## src/sv/stq_pkg.sv

```systemverilog
`default_nettype none
package stq_pkg;

  // Default size of the task table.
  localparam int TASK_COUNT_DEF = 16;

  // Fixed field widths of the channels.
  localparam int MODE_W  = 2;
  localparam int TIME_W  = 32;
  localparam int TID_W   = 4;
  localparam int COUNT_W = 5;

  // Request codes carried in the mode field.
  localparam logic [MODE_W-1:0] MODE_POLL     = 2'd0;
  localparam logic [MODE_W-1:0] MODE_COMPLETE = 2'd1;
  localparam logic [MODE_W-1:0] MODE_ENABLE   = 2'd2;
  localparam logic [MODE_W-1:0] MODE_DISABLE  = 2'd3;

  // Sequencer states of the top level.
  typedef enum logic [2:0] {
    ST_IDLE,
    ST_EXEC,
    ST_FIND,
    ST_MOVE,
    ST_FIN
  } stq_state_t;

  // Command broadcast from the sequencer to every slot cell.
  typedef struct packed {
    logic shift_in;  // every cell takes its left neighbor, cell 0 takes the new entry
    logic find;      // cell holding the target id raises its marker
    logic set_due;   // the marked cell loads the new due time while finding
    logic go;        // the marker walks one slot to the right
    logic hole;      // marker is a hole (removal) rather than a moving entry
  } cell_cmd_t;

endpackage
`default_nettype wire

```

## src/sv/stq_if.sv

```systemverilog
`default_nettype none
interface stq_in_if;
  import stq_pkg::*;

  logic              valid;
  logic              ready;
  logic [MODE_W-1:0] mode;
  logic [TIME_W-1:0] time_now;
  logic [TIME_W-1:0] handler_delay;
  logic [TID_W-1:0]  task_id;

  modport source (output valid, mode, time_now, handler_delay, task_id, input ready);
  modport sink   (input valid, mode, time_now, handler_delay, task_id, output ready);
endinterface

interface stq_out_if;
  import stq_pkg::*;

  logic               valid;
  logic               ready;
  logic               due;
  logic [TID_W-1:0]   due_task;
  logic [COUNT_W-1:0] active_count;
  logic               error;

  modport source (output valid, due, due_task, active_count, error, input ready);
  modport sink   (input valid, due, due_task, active_count, error, output ready);
endinterface
`default_nettype wire

```

## src/sv/stq_cell.sv

```systemverilog
`default_nettype none
module stq_cell #(
  parameter int ID_W  = 4,
  parameter int LEN_W = 5,
  parameter int INDEX = 0
) (
  input  wire logic                      clk,
  input  wire logic                      rst_n,
  input  stq_pkg::cell_cmd_t             cmd,
  input  wire logic [LEN_W-1:0]          len,
  input  wire logic [ID_W-1:0]           tgt_id,
  input  wire logic [stq_pkg::TIME_W-1:0] new_due,
  input  wire logic [ID_W-1:0]           left_id,
  input  wire logic [stq_pkg::TIME_W-1:0] left_due,
  input  wire logic                      left_adv,
  input  wire logic [ID_W-1:0]           right_id,
  input  wire logic [stq_pkg::TIME_W-1:0] right_due,
  output logic [ID_W-1:0]                slot_id,
  output logic [stq_pkg::TIME_W-1:0]     slot_due,
  output logic                           adv,
  output logic                           done,
  output logic                           match
);
  import stq_pkg::*;

  logic [ID_W-1:0]   id_r, id_nxt;
  logic [TIME_W-1:0] due_r, due_nxt;
  logic              mk_r, mk_nxt;
  logic              occ;
  logic              has_right;

  assign occ       = LEN_W'(INDEX) < len;
  assign has_right = LEN_W'(INDEX + 1) < len;
  assign match     = cmd.find && occ && (id_r == tgt_id);
  // A moving entry passes every right neighbor that is due no later than itself.
  assign adv       = cmd.go && mk_r && has_right && (cmd.hole || (right_due <= due_r));
  assign done      = cmd.go && mk_r && !adv;
  assign slot_id   = id_r;
  assign slot_due  = due_r;

  always_comb begin
    id_nxt  = id_r;
    due_nxt = due_r;
    mk_nxt  = mk_r;
    if (cmd.shift_in) begin
      id_nxt  = left_id;
      due_nxt = left_due;
    end else if (cmd.find) begin
      if (match) begin
        mk_nxt = 1'b1;
        if (cmd.set_due) begin
          due_nxt = new_due;
        end
      end
    end else if (cmd.go) begin
      if (adv) begin
        id_nxt  = right_id;
        due_nxt = right_due;
        mk_nxt  = 1'b0;
      end else if (left_adv) begin
        mk_nxt = 1'b1;
        if (!cmd.hole) begin
          id_nxt  = left_id;
          due_nxt = left_due;
        end
      end
      if (done) begin
        mk_nxt = 1'b0;
      end
    end
  end

  always_ff @(posedge clk) begin
    if (!rst_n) begin
      id_r  <= ID_W'(INDEX);
      due_r <= '0;
      mk_r  <= 1'b0;
    end else begin
      id_r  <= id_nxt;
      due_r <= due_nxt;
      mk_r  <= mk_nxt;
    end
  end

endmodule
`default_nettype wire

```

## src/sv/sorted_timer_task_queue.sv

```systemverilog
// Sorted periodic task queue.
// The input channel carries one request per transfer: a poll with the current
// time, the completion of the running task with the delay it returned, or an
// enable or disable of a task. Each request gives exactly one result transfer
// on the output channel with the due flag, the due task id, the number of
// queued tasks and an error flag.
// The queue lives in a row of slot cells, earliest due task in cell 0. Poll,
// enable and every rejected or deferred request go from the execute state
// straight to the finish state, which loads their result into the output
// register once it is free. Completion and a disable that removes a queued
// task first locate the task in the find state, then walk it through the row
// one slot per cycle in the move state before they reach the finish state.
// A new request is accepted in the cycle after the previous result has been
// loaded into the output register.
// Reset is synchronous: all tasks are enabled and queued in id order, due at
// time zero, and no task is running.
// The result sits in an output register; if the receiver stalls, the next
// request is still accepted and processed, and its result waits inside the
// block until the output register is free.
`default_nettype none
module sorted_timer_task_queue #(
  parameter int TASK_COUNT = stq_pkg::TASK_COUNT_DEF
) (
  input wire logic clk,
  input wire logic rst_n,
  stq_in_if.sink   in_chan,
  stq_out_if.source out_chan
);
  import stq_pkg::*;

  localparam int ID_W  = (TASK_COUNT > 1) ? $clog2(TASK_COUNT) : 1;
  localparam int LEN_W = $clog2(TASK_COUNT + 1);

  // Sequencer and captured request.
  stq_state_t        state_r, state_nxt;
  logic [MODE_W-1:0] mode_r, mode_nxt;
  logic [TIME_W-1:0] time_r, time_nxt;
  logic [TIME_W-1:0] delay_r, delay_nxt;
  logic [TID_W-1:0]  tid_r, tid_nxt;

  // Scheduler state outside the slot row.
  logic [LEN_W-1:0]      len_r, len_nxt;
  logic [TIME_W-1:0]     last_time_r, last_time_nxt;
  logic                  run_r, run_nxt;
  logic [ID_W-1:0]       run_id_r, run_id_nxt;
  logic [TASK_COUNT-1:0] en_r, en_nxt;

  // Target of the current queue walk.
  logic [ID_W-1:0]   tgt_r, tgt_nxt;
  logic [TIME_W-1:0] tgt_due_r, tgt_due_nxt;
  logic              hole_r, hole_nxt;

  // Result waiting for the output register.
  logic             res_due_r, res_due_nxt;
  logic [TID_W-1:0] res_task_r, res_task_nxt;
  logic             res_err_r, res_err_nxt;

  // Output register.
  logic               out_valid_r, out_valid_nxt;
  logic               out_due_r, out_due_nxt;
  logic [TID_W-1:0]   out_task_r, out_task_nxt;
  logic [COUNT_W-1:0] out_cnt_r, out_cnt_nxt;
  logic               out_err_r, out_err_nxt;

  cell_cmd_t cmd;

  logic [ID_W-1:0]   cid   [TASK_COUNT];
  logic [TIME_W-1:0] cdue  [TASK_COUNT];
  logic [TASK_COUNT-1:0] cadv;
  logic [TASK_COUNT-1:0] cdone;
  logic [TASK_COUNT-1:0] cmatch;

  logic            id_ok;
  logic [ID_W-1:0] id_ext;
  logic            any_done;
  logic            found;

  assign id_ok    = 32'(tid_r) < 32'(TASK_COUNT);
  assign id_ext   = ID_W'(tid_r);
  assign any_done = |cdone;
  assign found    = |cmatch;

  // The slot row. Cell 0 takes a newly enabled task from the left, due at the
  // time of the last poll; the last cell has no right neighbor.
  for (genvar i = 0; i < TASK_COUNT; i++) begin : g_cell
    logic [ID_W-1:0]   l_id;
    logic [TIME_W-1:0] l_due;
    logic              l_adv;
    logic [ID_W-1:0]   r_id;
    logic [TIME_W-1:0] r_due;

    if (i == 0) begin : g_first
      assign l_id  = id_ext;
      assign l_due = last_time_r;
      assign l_adv = 1'b0;
    end else begin : g_inner
      assign l_id  = cid[i-1];
      assign l_due = cdue[i-1];
      assign l_adv = cadv[i-1];
    end

    if (i == TASK_COUNT - 1) begin : g_last
      assign r_id  = '0;
      assign r_due = '0;
    end else begin : g_mid
      assign r_id  = cid[i+1];
      assign r_due = cdue[i+1];
    end

    stq_cell #(
      .ID_W  (ID_W),
      .LEN_W (LEN_W),
      .INDEX (i)
    ) u_cell (
      .clk       (clk),
      .rst_n     (rst_n),
      .cmd       (cmd),
      .len       (len_r),
      .tgt_id    (tgt_r),
      .new_due   (tgt_due_r),
      .left_id   (l_id),
      .left_due  (l_due),
      .left_adv  (l_adv),
      .right_id  (r_id),
      .right_due (r_due),
      .slot_id   (cid[i]),
      .slot_due  (cdue[i]),
      .adv       (cadv[i]),
      .done      (cdone[i]),
      .match     (cmatch[i])
    );
  end

  assign in_chan.ready         = (state_r == ST_IDLE);
  assign out_chan.valid        = out_valid_r;
  assign out_chan.due          = out_due_r;
  assign out_chan.due_task     = out_task_r;
  assign out_chan.active_count = out_cnt_r;
  assign out_chan.error        = out_err_r;

  always_comb begin
    state_nxt     = state_r;
    mode_nxt      = mode_r;
    time_nxt      = time_r;
    delay_nxt     = delay_r;
    tid_nxt       = tid_r;
    len_nxt       = len_r;
    last_time_nxt = last_time_r;
    run_nxt       = run_r;
    run_id_nxt    = run_id_r;
    en_nxt        = en_r;
    tgt_nxt       = tgt_r;
    tgt_due_nxt   = tgt_due_r;
    hole_nxt      = hole_r;
    res_due_nxt   = res_due_r;
    res_task_nxt  = res_task_r;
    res_err_nxt   = res_err_r;
    out_valid_nxt = out_valid_r;
    out_due_nxt   = out_due_r;
    out_task_nxt  = out_task_r;
    out_cnt_nxt   = out_cnt_r;
    out_err_nxt   = out_err_r;
    cmd           = '0;

    if (out_valid_r && out_chan.ready) begin
      out_valid_nxt = 1'b0;
    end

    case (state_r)
      ST_IDLE: begin
        if (in_chan.valid) begin
          mode_nxt  = in_chan.mode;
          time_nxt  = in_chan.time_now;
          delay_nxt = in_chan.handler_delay;
          tid_nxt   = in_chan.task_id;
          state_nxt = ST_EXEC;
        end
      end

      ST_EXEC: begin
        res_due_nxt  = 1'b0;
        res_task_nxt = '0;
        res_err_nxt  = 1'b0;
        state_nxt    = ST_FIN;
        case (mode_r)
          MODE_POLL: begin
            if (run_r) begin
              res_err_nxt = 1'b1;
            end else if (len_r != '0) begin
              last_time_nxt = time_r;
              if (cdue[0] <= time_r) begin
                run_nxt      = 1'b1;
                run_id_nxt   = cid[0];
                res_due_nxt  = 1'b1;
                res_task_nxt = TID_W'(cid[0]);
              end
            end
          end
          MODE_COMPLETE: begin
            if (!run_r) begin
              res_err_nxt = 1'b1;
            end else begin
              // A task disabled while running leaves the queue; otherwise it
              // moves back to its place for the new due time.
              tgt_nxt     = run_id_r;
              tgt_due_nxt = last_time_r + delay_r;
              hole_nxt    = !en_r[run_id_r];
              run_nxt     = 1'b0;
              state_nxt   = ST_FIND;
            end
          end
          MODE_ENABLE: begin
            if (id_ok) begin
              if (run_r && (run_id_r == id_ext) && !en_r[id_ext]) begin
                en_nxt[id_ext] = 1'b1;
              end else if (!en_r[id_ext] && (len_r < LEN_W'(TASK_COUNT))) begin
                cmd.shift_in   = 1'b1;
                len_nxt        = len_r + LEN_W'(1);
                en_nxt[id_ext] = 1'b1;
              end
            end
          end
          MODE_DISABLE: begin
            if (id_ok) begin
              if (run_r && (run_id_r == id_ext) && en_r[id_ext]) begin
                en_nxt[id_ext] = 1'b0;
              end else if (en_r[id_ext]) begin
                en_nxt[id_ext] = 1'b0;
                tgt_nxt        = id_ext;
                hole_nxt       = 1'b1;
                state_nxt      = ST_FIND;
              end
            end
          end
          default: begin
          end
        endcase
      end

      ST_FIND: begin
        cmd.find    = 1'b1;
        cmd.set_due = !hole_r;
        cmd.hole    = hole_r;
        state_nxt   = found ? ST_MOVE : ST_FIN;
      end

      ST_MOVE: begin
        cmd.go   = 1'b1;
        cmd.hole = hole_r;
        if (any_done) begin
          if (hole_r) begin
            len_nxt = len_r - LEN_W'(1);
          end
          state_nxt = ST_FIN;
        end
      end

      ST_FIN: begin
        if (!out_valid_r || out_chan.ready) begin
          out_valid_nxt = 1'b1;
          out_due_nxt   = res_due_r;
          out_task_nxt  = res_task_r;
          out_cnt_nxt   = COUNT_W'(len_r);
          out_err_nxt   = res_err_r;
          state_nxt     = ST_IDLE;
        end
      end

      default: begin
        state_nxt = ST_IDLE;
      end
    endcase
  end

  always_ff @(posedge clk) begin
    if (!rst_n) begin
      state_r     <= ST_IDLE;
      len_r       <= LEN_W'(TASK_COUNT);
      last_time_r <= '0;
      run_r       <= 1'b0;
      run_id_r    <= '0;
      en_r        <= '1;
      out_valid_r <= 1'b0;
    end else begin
      state_r     <= state_nxt;
      len_r       <= len_nxt;
      last_time_r <= last_time_nxt;
      run_r       <= run_nxt;
      run_id_r    <= run_id_nxt;
      en_r        <= en_nxt;
      out_valid_r <= out_valid_nxt;
    end
  end

  always_ff @(posedge clk) begin
    mode_r     <= mode_nxt;
    time_r     <= time_nxt;
    delay_r    <= delay_nxt;
    tid_r      <= tid_nxt;
    tgt_r      <= tgt_nxt;
    tgt_due_r  <= tgt_due_nxt;
    hole_r     <= hole_nxt;
    res_due_r  <= res_due_nxt;
    res_task_r <= res_task_nxt;
    res_err_r  <= res_err_nxt;
    out_due_r  <= out_due_nxt;
    out_task_r <= out_task_nxt;
    out_cnt_r  <= out_cnt_nxt;
    out_err_r  <= out_err_nxt;
  end

endmodule
`default_nettype wire

```

## src/flat_wrapper.sv

```systemverilog
// flat-port wrapper written by rule: the top's interface ports become plain ports
module sorted_timer_task_queue_flat import stq_pkg::*;
#(
  parameter int TASK_COUNT = stq_pkg::TASK_COUNT_DEF
)
  (clk, rst_n, in_chan_valid, in_chan_mode, in_chan_time_now, in_chan_handler_delay, in_chan_task_id, in_chan_ready, out_chan_valid, out_chan_due, out_chan_due_task, out_chan_active_count, out_chan_error, out_chan_ready);
  stq_in_if in_chan_i ();
  stq_out_if out_chan_i ();
  input wire logic clk;
  input wire logic rst_n;
  input wire logic [$bits(in_chan_i.valid)-1:0] in_chan_valid;
  input wire logic [$bits(in_chan_i.mode)-1:0] in_chan_mode;
  input wire logic [$bits(in_chan_i.time_now)-1:0] in_chan_time_now;
  input wire logic [$bits(in_chan_i.handler_delay)-1:0] in_chan_handler_delay;
  input wire logic [$bits(in_chan_i.task_id)-1:0] in_chan_task_id;
  output wire logic [$bits(in_chan_i.ready)-1:0] in_chan_ready;
  output wire logic [$bits(out_chan_i.valid)-1:0] out_chan_valid;
  output wire logic [$bits(out_chan_i.due)-1:0] out_chan_due;
  output wire logic [$bits(out_chan_i.due_task)-1:0] out_chan_due_task;
  output wire logic [$bits(out_chan_i.active_count)-1:0] out_chan_active_count;
  output wire logic [$bits(out_chan_i.error)-1:0] out_chan_error;
  input wire logic [$bits(out_chan_i.ready)-1:0] out_chan_ready;
  assign in_chan_i.valid = in_chan_valid;
  assign in_chan_i.mode = in_chan_mode;
  assign in_chan_i.time_now = in_chan_time_now;
  assign in_chan_i.handler_delay = in_chan_handler_delay;
  assign in_chan_i.task_id = in_chan_task_id;
  assign in_chan_ready = in_chan_i.ready;
  assign out_chan_valid = out_chan_i.valid;
  assign out_chan_due = out_chan_i.due;
  assign out_chan_due_task = out_chan_i.due_task;
  assign out_chan_active_count = out_chan_i.active_count;
  assign out_chan_error = out_chan_i.error;
  assign out_chan_i.ready = out_chan_ready;
  sorted_timer_task_queue #(.TASK_COUNT(TASK_COUNT)) u_core (.clk(clk), .rst_n(rst_n), .in_chan(in_chan_i), .out_chan(out_chan_i));
endmodule
```

## config.mk

```make
export PLATFORM = sky130hd
export DESIGN_NAME = sorted_timer_task_queue_flat
export DESIGN_NICKNAME = d
export VERILOG_FILES = /design/src/sv/stq_pkg.sv /design/src/sv/stq_if.sv /design/src/sv/stq_cell.sv /design/src/sv/sorted_timer_task_queue.sv /design/src/flat_wrapper.sv
export SDC_FILE = /design/constraint.sdc
export NUM_CORES = 2
export LEC_CHECK = 0
export ABC_AREA = 1
export BUFFER_PORTS_ARGS = -buffer_cell sky130_fd_sc_hd__buf_2
export CAP_MARGIN = 40
export CORE_MARGIN = 10
export CORE_UTILIZATION = 30
export DETAILED_ROUTE_END_ITERATION = 6
export MAX_ROUTING_LAYER = met4
export PLACE_DENSITY_LB_ADDON = 0.05
export SYNTH_ARGS = -nofsm -noshare
export SYNTH_HDL_FRONTEND = slang
export SYNTH_HIERARCHICAL = 1
export SYNTH_SLANG_ARGS = --single-unit
```

## constraint.sdc

```tcl
create_clock -name clk -period 6.05 [get_ports clk]
set_input_delay 0 -clock clk [delete_from_list [all_inputs] [get_ports clk]]
set_output_delay 0 -clock clk [all_outputs]
set_load 0.02 [all_outputs]
```

==> metrics.yaml <==
setup_viol: 0
reg2reg_slack_ns: 1.41
async_reset_ff_share_pct: 0
grt_max_degree: 179
worst_ep_required_time_ns: 6.75
worst_hold_startpoint: "out_chan_ready"
regArea_um2: 16800
overflow: 0
r2r-end: "u_core/state_r[2]$_SDFFE_PN0P_"
clk_pin_slew_ns: 0.06
rsz0062_at_grt: "false"
yosys.cell_count.top_type: "nand2_1"
path_max_fanout: 36
worstPathArrival_ns: 5.35
reg2reg_depth: 16
cts.sinks: 778
ctsHtreeMaxLevel: 3
clock_skew_ns: 0.0799
num_rows: 174
synth_compound_area_share_pct: 11.9
synth_flop_cell: "dfxtp_1"
path_cells: "nand2_2 -> nor2_4 -> buf_4 -> nand2_1 -> nor2_2 -> buf_4 -> nand2_4 -> inv_1 -> nor2_1 -> nor4_1 -> nand3_1 -> o211ai_1 -> nor2_1 -> nand2_1 -> a21oi_1 -> dlygate4sd3_1"
hold-path-cell-count: 5
total_power_w: 0.0136
placed_area_um2: 71500
drv_slew: 0
port_buffers: 86
grt_first_pass_wirelength_um: 457000
cp.depth: 16
power_leakage_nw: 36.4
syn_area_per_cell_um2: 6.05
routed_wl_um: 307000
min_period_ns: 4.64
min_to: "u_core/out_chan.valid$_SDFF_PN0_"
dp_hpwl_um: 215000
dpl.cell_count: 14000
cts-root-buf: "clkbuf_16"
ys_top_cells_by_area: "dfxtp_1 19%, nand2_1 19%, ha_1 11%"
maxSlewHeadroom_pct: 21.2
max_clock_freq_ghz: 0.215
powerDensity_nw_per_um2: 177
drtIter0Drc: 6234
hold_slack_ns: 0.187
cp_num_buf_inv: 4
first_pass_iters: 6
vdd_drop_max_mv: 0.248
final_antenna_net_count: 0
period_share_pct: 76.7
tns_ns: 0
cts-resized-gates: 0
cts_tree: "done"
synth_top_area_cell: "dfxtp_1"
worstSetupPathType: "reg2reg"
grt_pass1_vias: 70400
holdCritPathClass: "in2reg"
max_cap_violations: 0
rr_startpoint: "u_core/state_r[0]$_SDFFE_PN0P_"
fin_nets: 11900
max_stage_delay_ns: 0.55
fin_cells: 14400
die_h_um: 496
synth-adder-area-share_pct: 10.7
core-area_um2: 225000
synth_top_area_share_pct: 19.2
ys_seq_area_share_pct: 24.7
synth_mux_area_share_pct: 0
gp_congestion: 0.864
status: "finished clean"
ys_warn_count: 6
holdBufCountCts: 144
ios: 87
wire_per_inst_um: 21.4
area_delta_synth_final_pct: 12.8
cts_setup_buffers: 0
crit_path_end_kind: "flip-flop"
synth_area_um2: 68000
drive_gt1_share_pct: 6.71
cts_made_buffers: 113
design_area_um2: 76800
hold_violations: 0
synth_edf_count: 124
grt_antenna_before_repair: 14
die-area_um2: 246000
viasPerCell: 5.08
n_fill_cell: 25000
clk_latency_ns: 0.82
synth-simple-area-share_pct: 40.6
cts_buffer_depth: 3
multiInputGateArea_um2: 44000
yosys.cell_types.count: 66
synth_top_family_by_area: "simple AND/OR/NAND/NOR gates"
num_vias: 72900
tightest_slew_ns: 1.18
cpLargestDelayFamily: "simple AND/OR/NAND/NOR gates"
syn_inst: 11300
ys_top_cells_by_count: "3360 x nand2_1, 1439 x nor2_1, 1419 x nand3_1, 1246 x inv_1, 966 x a21oi_1"
cp_slowest_cell: "dlygate4sd3_1"
die_width_um: 496
synth_xor_area_share_pct: 0.953
track_usage_pct: 24.8
start_util_pct: 30.2
ys_ff_latch: 778
start_kind: "flip-flop"
route.detailed.drc: 0
## metal layers
layer	part of all wire, %	track usage (%)
met5	0	-
met4	3.5	8.12
met3	5.1	2.87
met2	48	42.4
met1	43	30.5
## worst reg2reg max path: stages, from the launching register on
cell and delay [ns]:
dfxtp_1 0.46, nand2_2 0.14, nor2_4 0.50, buf_4 0.32
nand2_1 0.11, nor2_2 0.12, buf_4 0.40, nand2_4 0.45
inv_1 0.25, nor2_1 0.08, nor4_1 0.53, nand3_1 0.29
o211ai_1 0.16, nor2_1 0.07, nand2_1 0.06, a21oi_1 0.05
dlygate4sd3_1 0.55
## power by group
| group | switching, W | leakage [nW] | internal (W) |
|---|---|---|---|
| sequential | 0.0000837 | 6.43 | 0.00537 |
| clock | 0.00294 | 1.87 | 0.00408 |
| combinational | 0.000779 | 28.2 | 0.000355 |
| total | 0.00380 | 36.4 | 0.00980 |
## through the flow
stage	utilization (%)	setup WS, ns
after detailed placement	31.7	1.65
after global routing	34.1	1.15
after global placement	31.5	1.62
after CTS	34.1	1.38
final	34.1	1.41
after floorplan	-	1.70
## cell type report
type	count	area share [%]
Antenna cell	4	0.0130
Clock buffer	157	4.12
Clock inverter	45	0.849
Inverter	1287	6.30
Multi-Input combinational cell	8684	57.3
Sequential cell	778	21.9
Tap cell	2992	4.88
Timing Repair Buffer	403	4.66
## how the worst max path moves through the flow
stage,slack [ns],endpoint,from
floorplan,1.70,u_core/delay_r[0]$_DFFE_PP_,u_core/state_r[1]$_SDFFE_PN0P_
global placement,1.62,u_core/g_cell[5].u_cell/slot_due[24]$_SDFFE_PN0P_,u_core/g_cell[4].u_cell/slot_due[7]$_SDFFE_PN0P_
detailed placement,1.65,u_core/g_cell[5].u_cell/slot_due[27]$_SDFFE_PN0P_,u_core/state_r[0]$_SDFFE_PN0P_
CTS,1.38,u_core/state_r[2]$_SDFFE_PN0P_,u_core/state_r[0]$_SDFFE_PN0P_
global route,1.15,u_core/state_r[2]$_SDFFE_PN0P_,u_core/state_r[0]$_SDFFE_PN0P_
finish,1.41,u_core/state_r[2]$_SDFFE_PN0P_,u_core/state_r[0]$_SDFFE_PN0P_
## flip-flops by register name (all words and copies together), names as in the netlist, 2 cells and up, named ones only
register                       count
u_core/delay_r                    32
u_core/g_cell.l_due               32
u_core/g_cell.l_id                 4
u_core/g_cell.u_cell/mk_r         16
u_core/g_cell.u_cell/slot_due    512
u_core/g_cell.u_cell/slot_id      64
u_core/len_r                       5
u_core/mode_r                      2
u_core/out_chan.active_count       5
u_core/out_chan.due_task           4
u_core/res_task_r                  4
u_core/run_id_r                    4
u_core/state_r                     3
u_core/tgt_due_r                  32
u_core/tgt_r                       4
u_core/time_r                     32
## cell families (layout without fill, tap and decap cells)
group	Yosys count	in the layout
other cells	1	73
xor+xnor	74	74
compound gates	1457	1457
simple gates	6504	6504
fa+ha+maj	580	580
flops	778	778
buf+inv	1860	1892
## cells in the final DEF, fill, tap and decap left out, types with 7 or more instances in the layout
master / synthesis / final
clkbuf_16: 0 / 113
nand3_2: 42 / 42
o211ai_1: 9 / 9
nand2_1: 3360 / 3360
bufinv_16: 0 / 10
edfxtp_1: 124 / 124
a21oi_1: 966 / 966
xnor2_1: 36 / 36
nand2_4: 32 / 32
clkbuf_1: 286 / 27
nand4_1: 68 / 68
ha_1: 578 / 578
conb_1: 1 / 69
a21o_1: 18 / 18
nor2_2: 8 / 14
a21boi_0: 44 / 44
buf_4: 23 / 148
inv_2: 32 / 34
nor3b_2: 15 / 13
nand3_4: 14 / 14
buf_16: 0 / 13
nor3_1: 37 / 36
o21a_1: 33 / 33
nand2_8: 7 / 7
nand3_1: 1419 / 1419
clkbuf_8: 0 / 17
inv_1: 1246 / 1245
dfxtp_1: 654 / 654
nand2_2: 29 / 29
clkinv_2: 0 / 23
xor2_1: 38 / 38
dlygate4sd3_1: 0 / 144
o21ai_0: 249 / 249
buf_12: 2 / 10
or2_2: 7 / 7
nor2_4: 3 / 9
a21oi_2: 107 / 107
buf_2: 141 / 85
nor2_1: 1439 / 1427
nor4_1: 8 / 8
(Power assumes the default switching activity.)
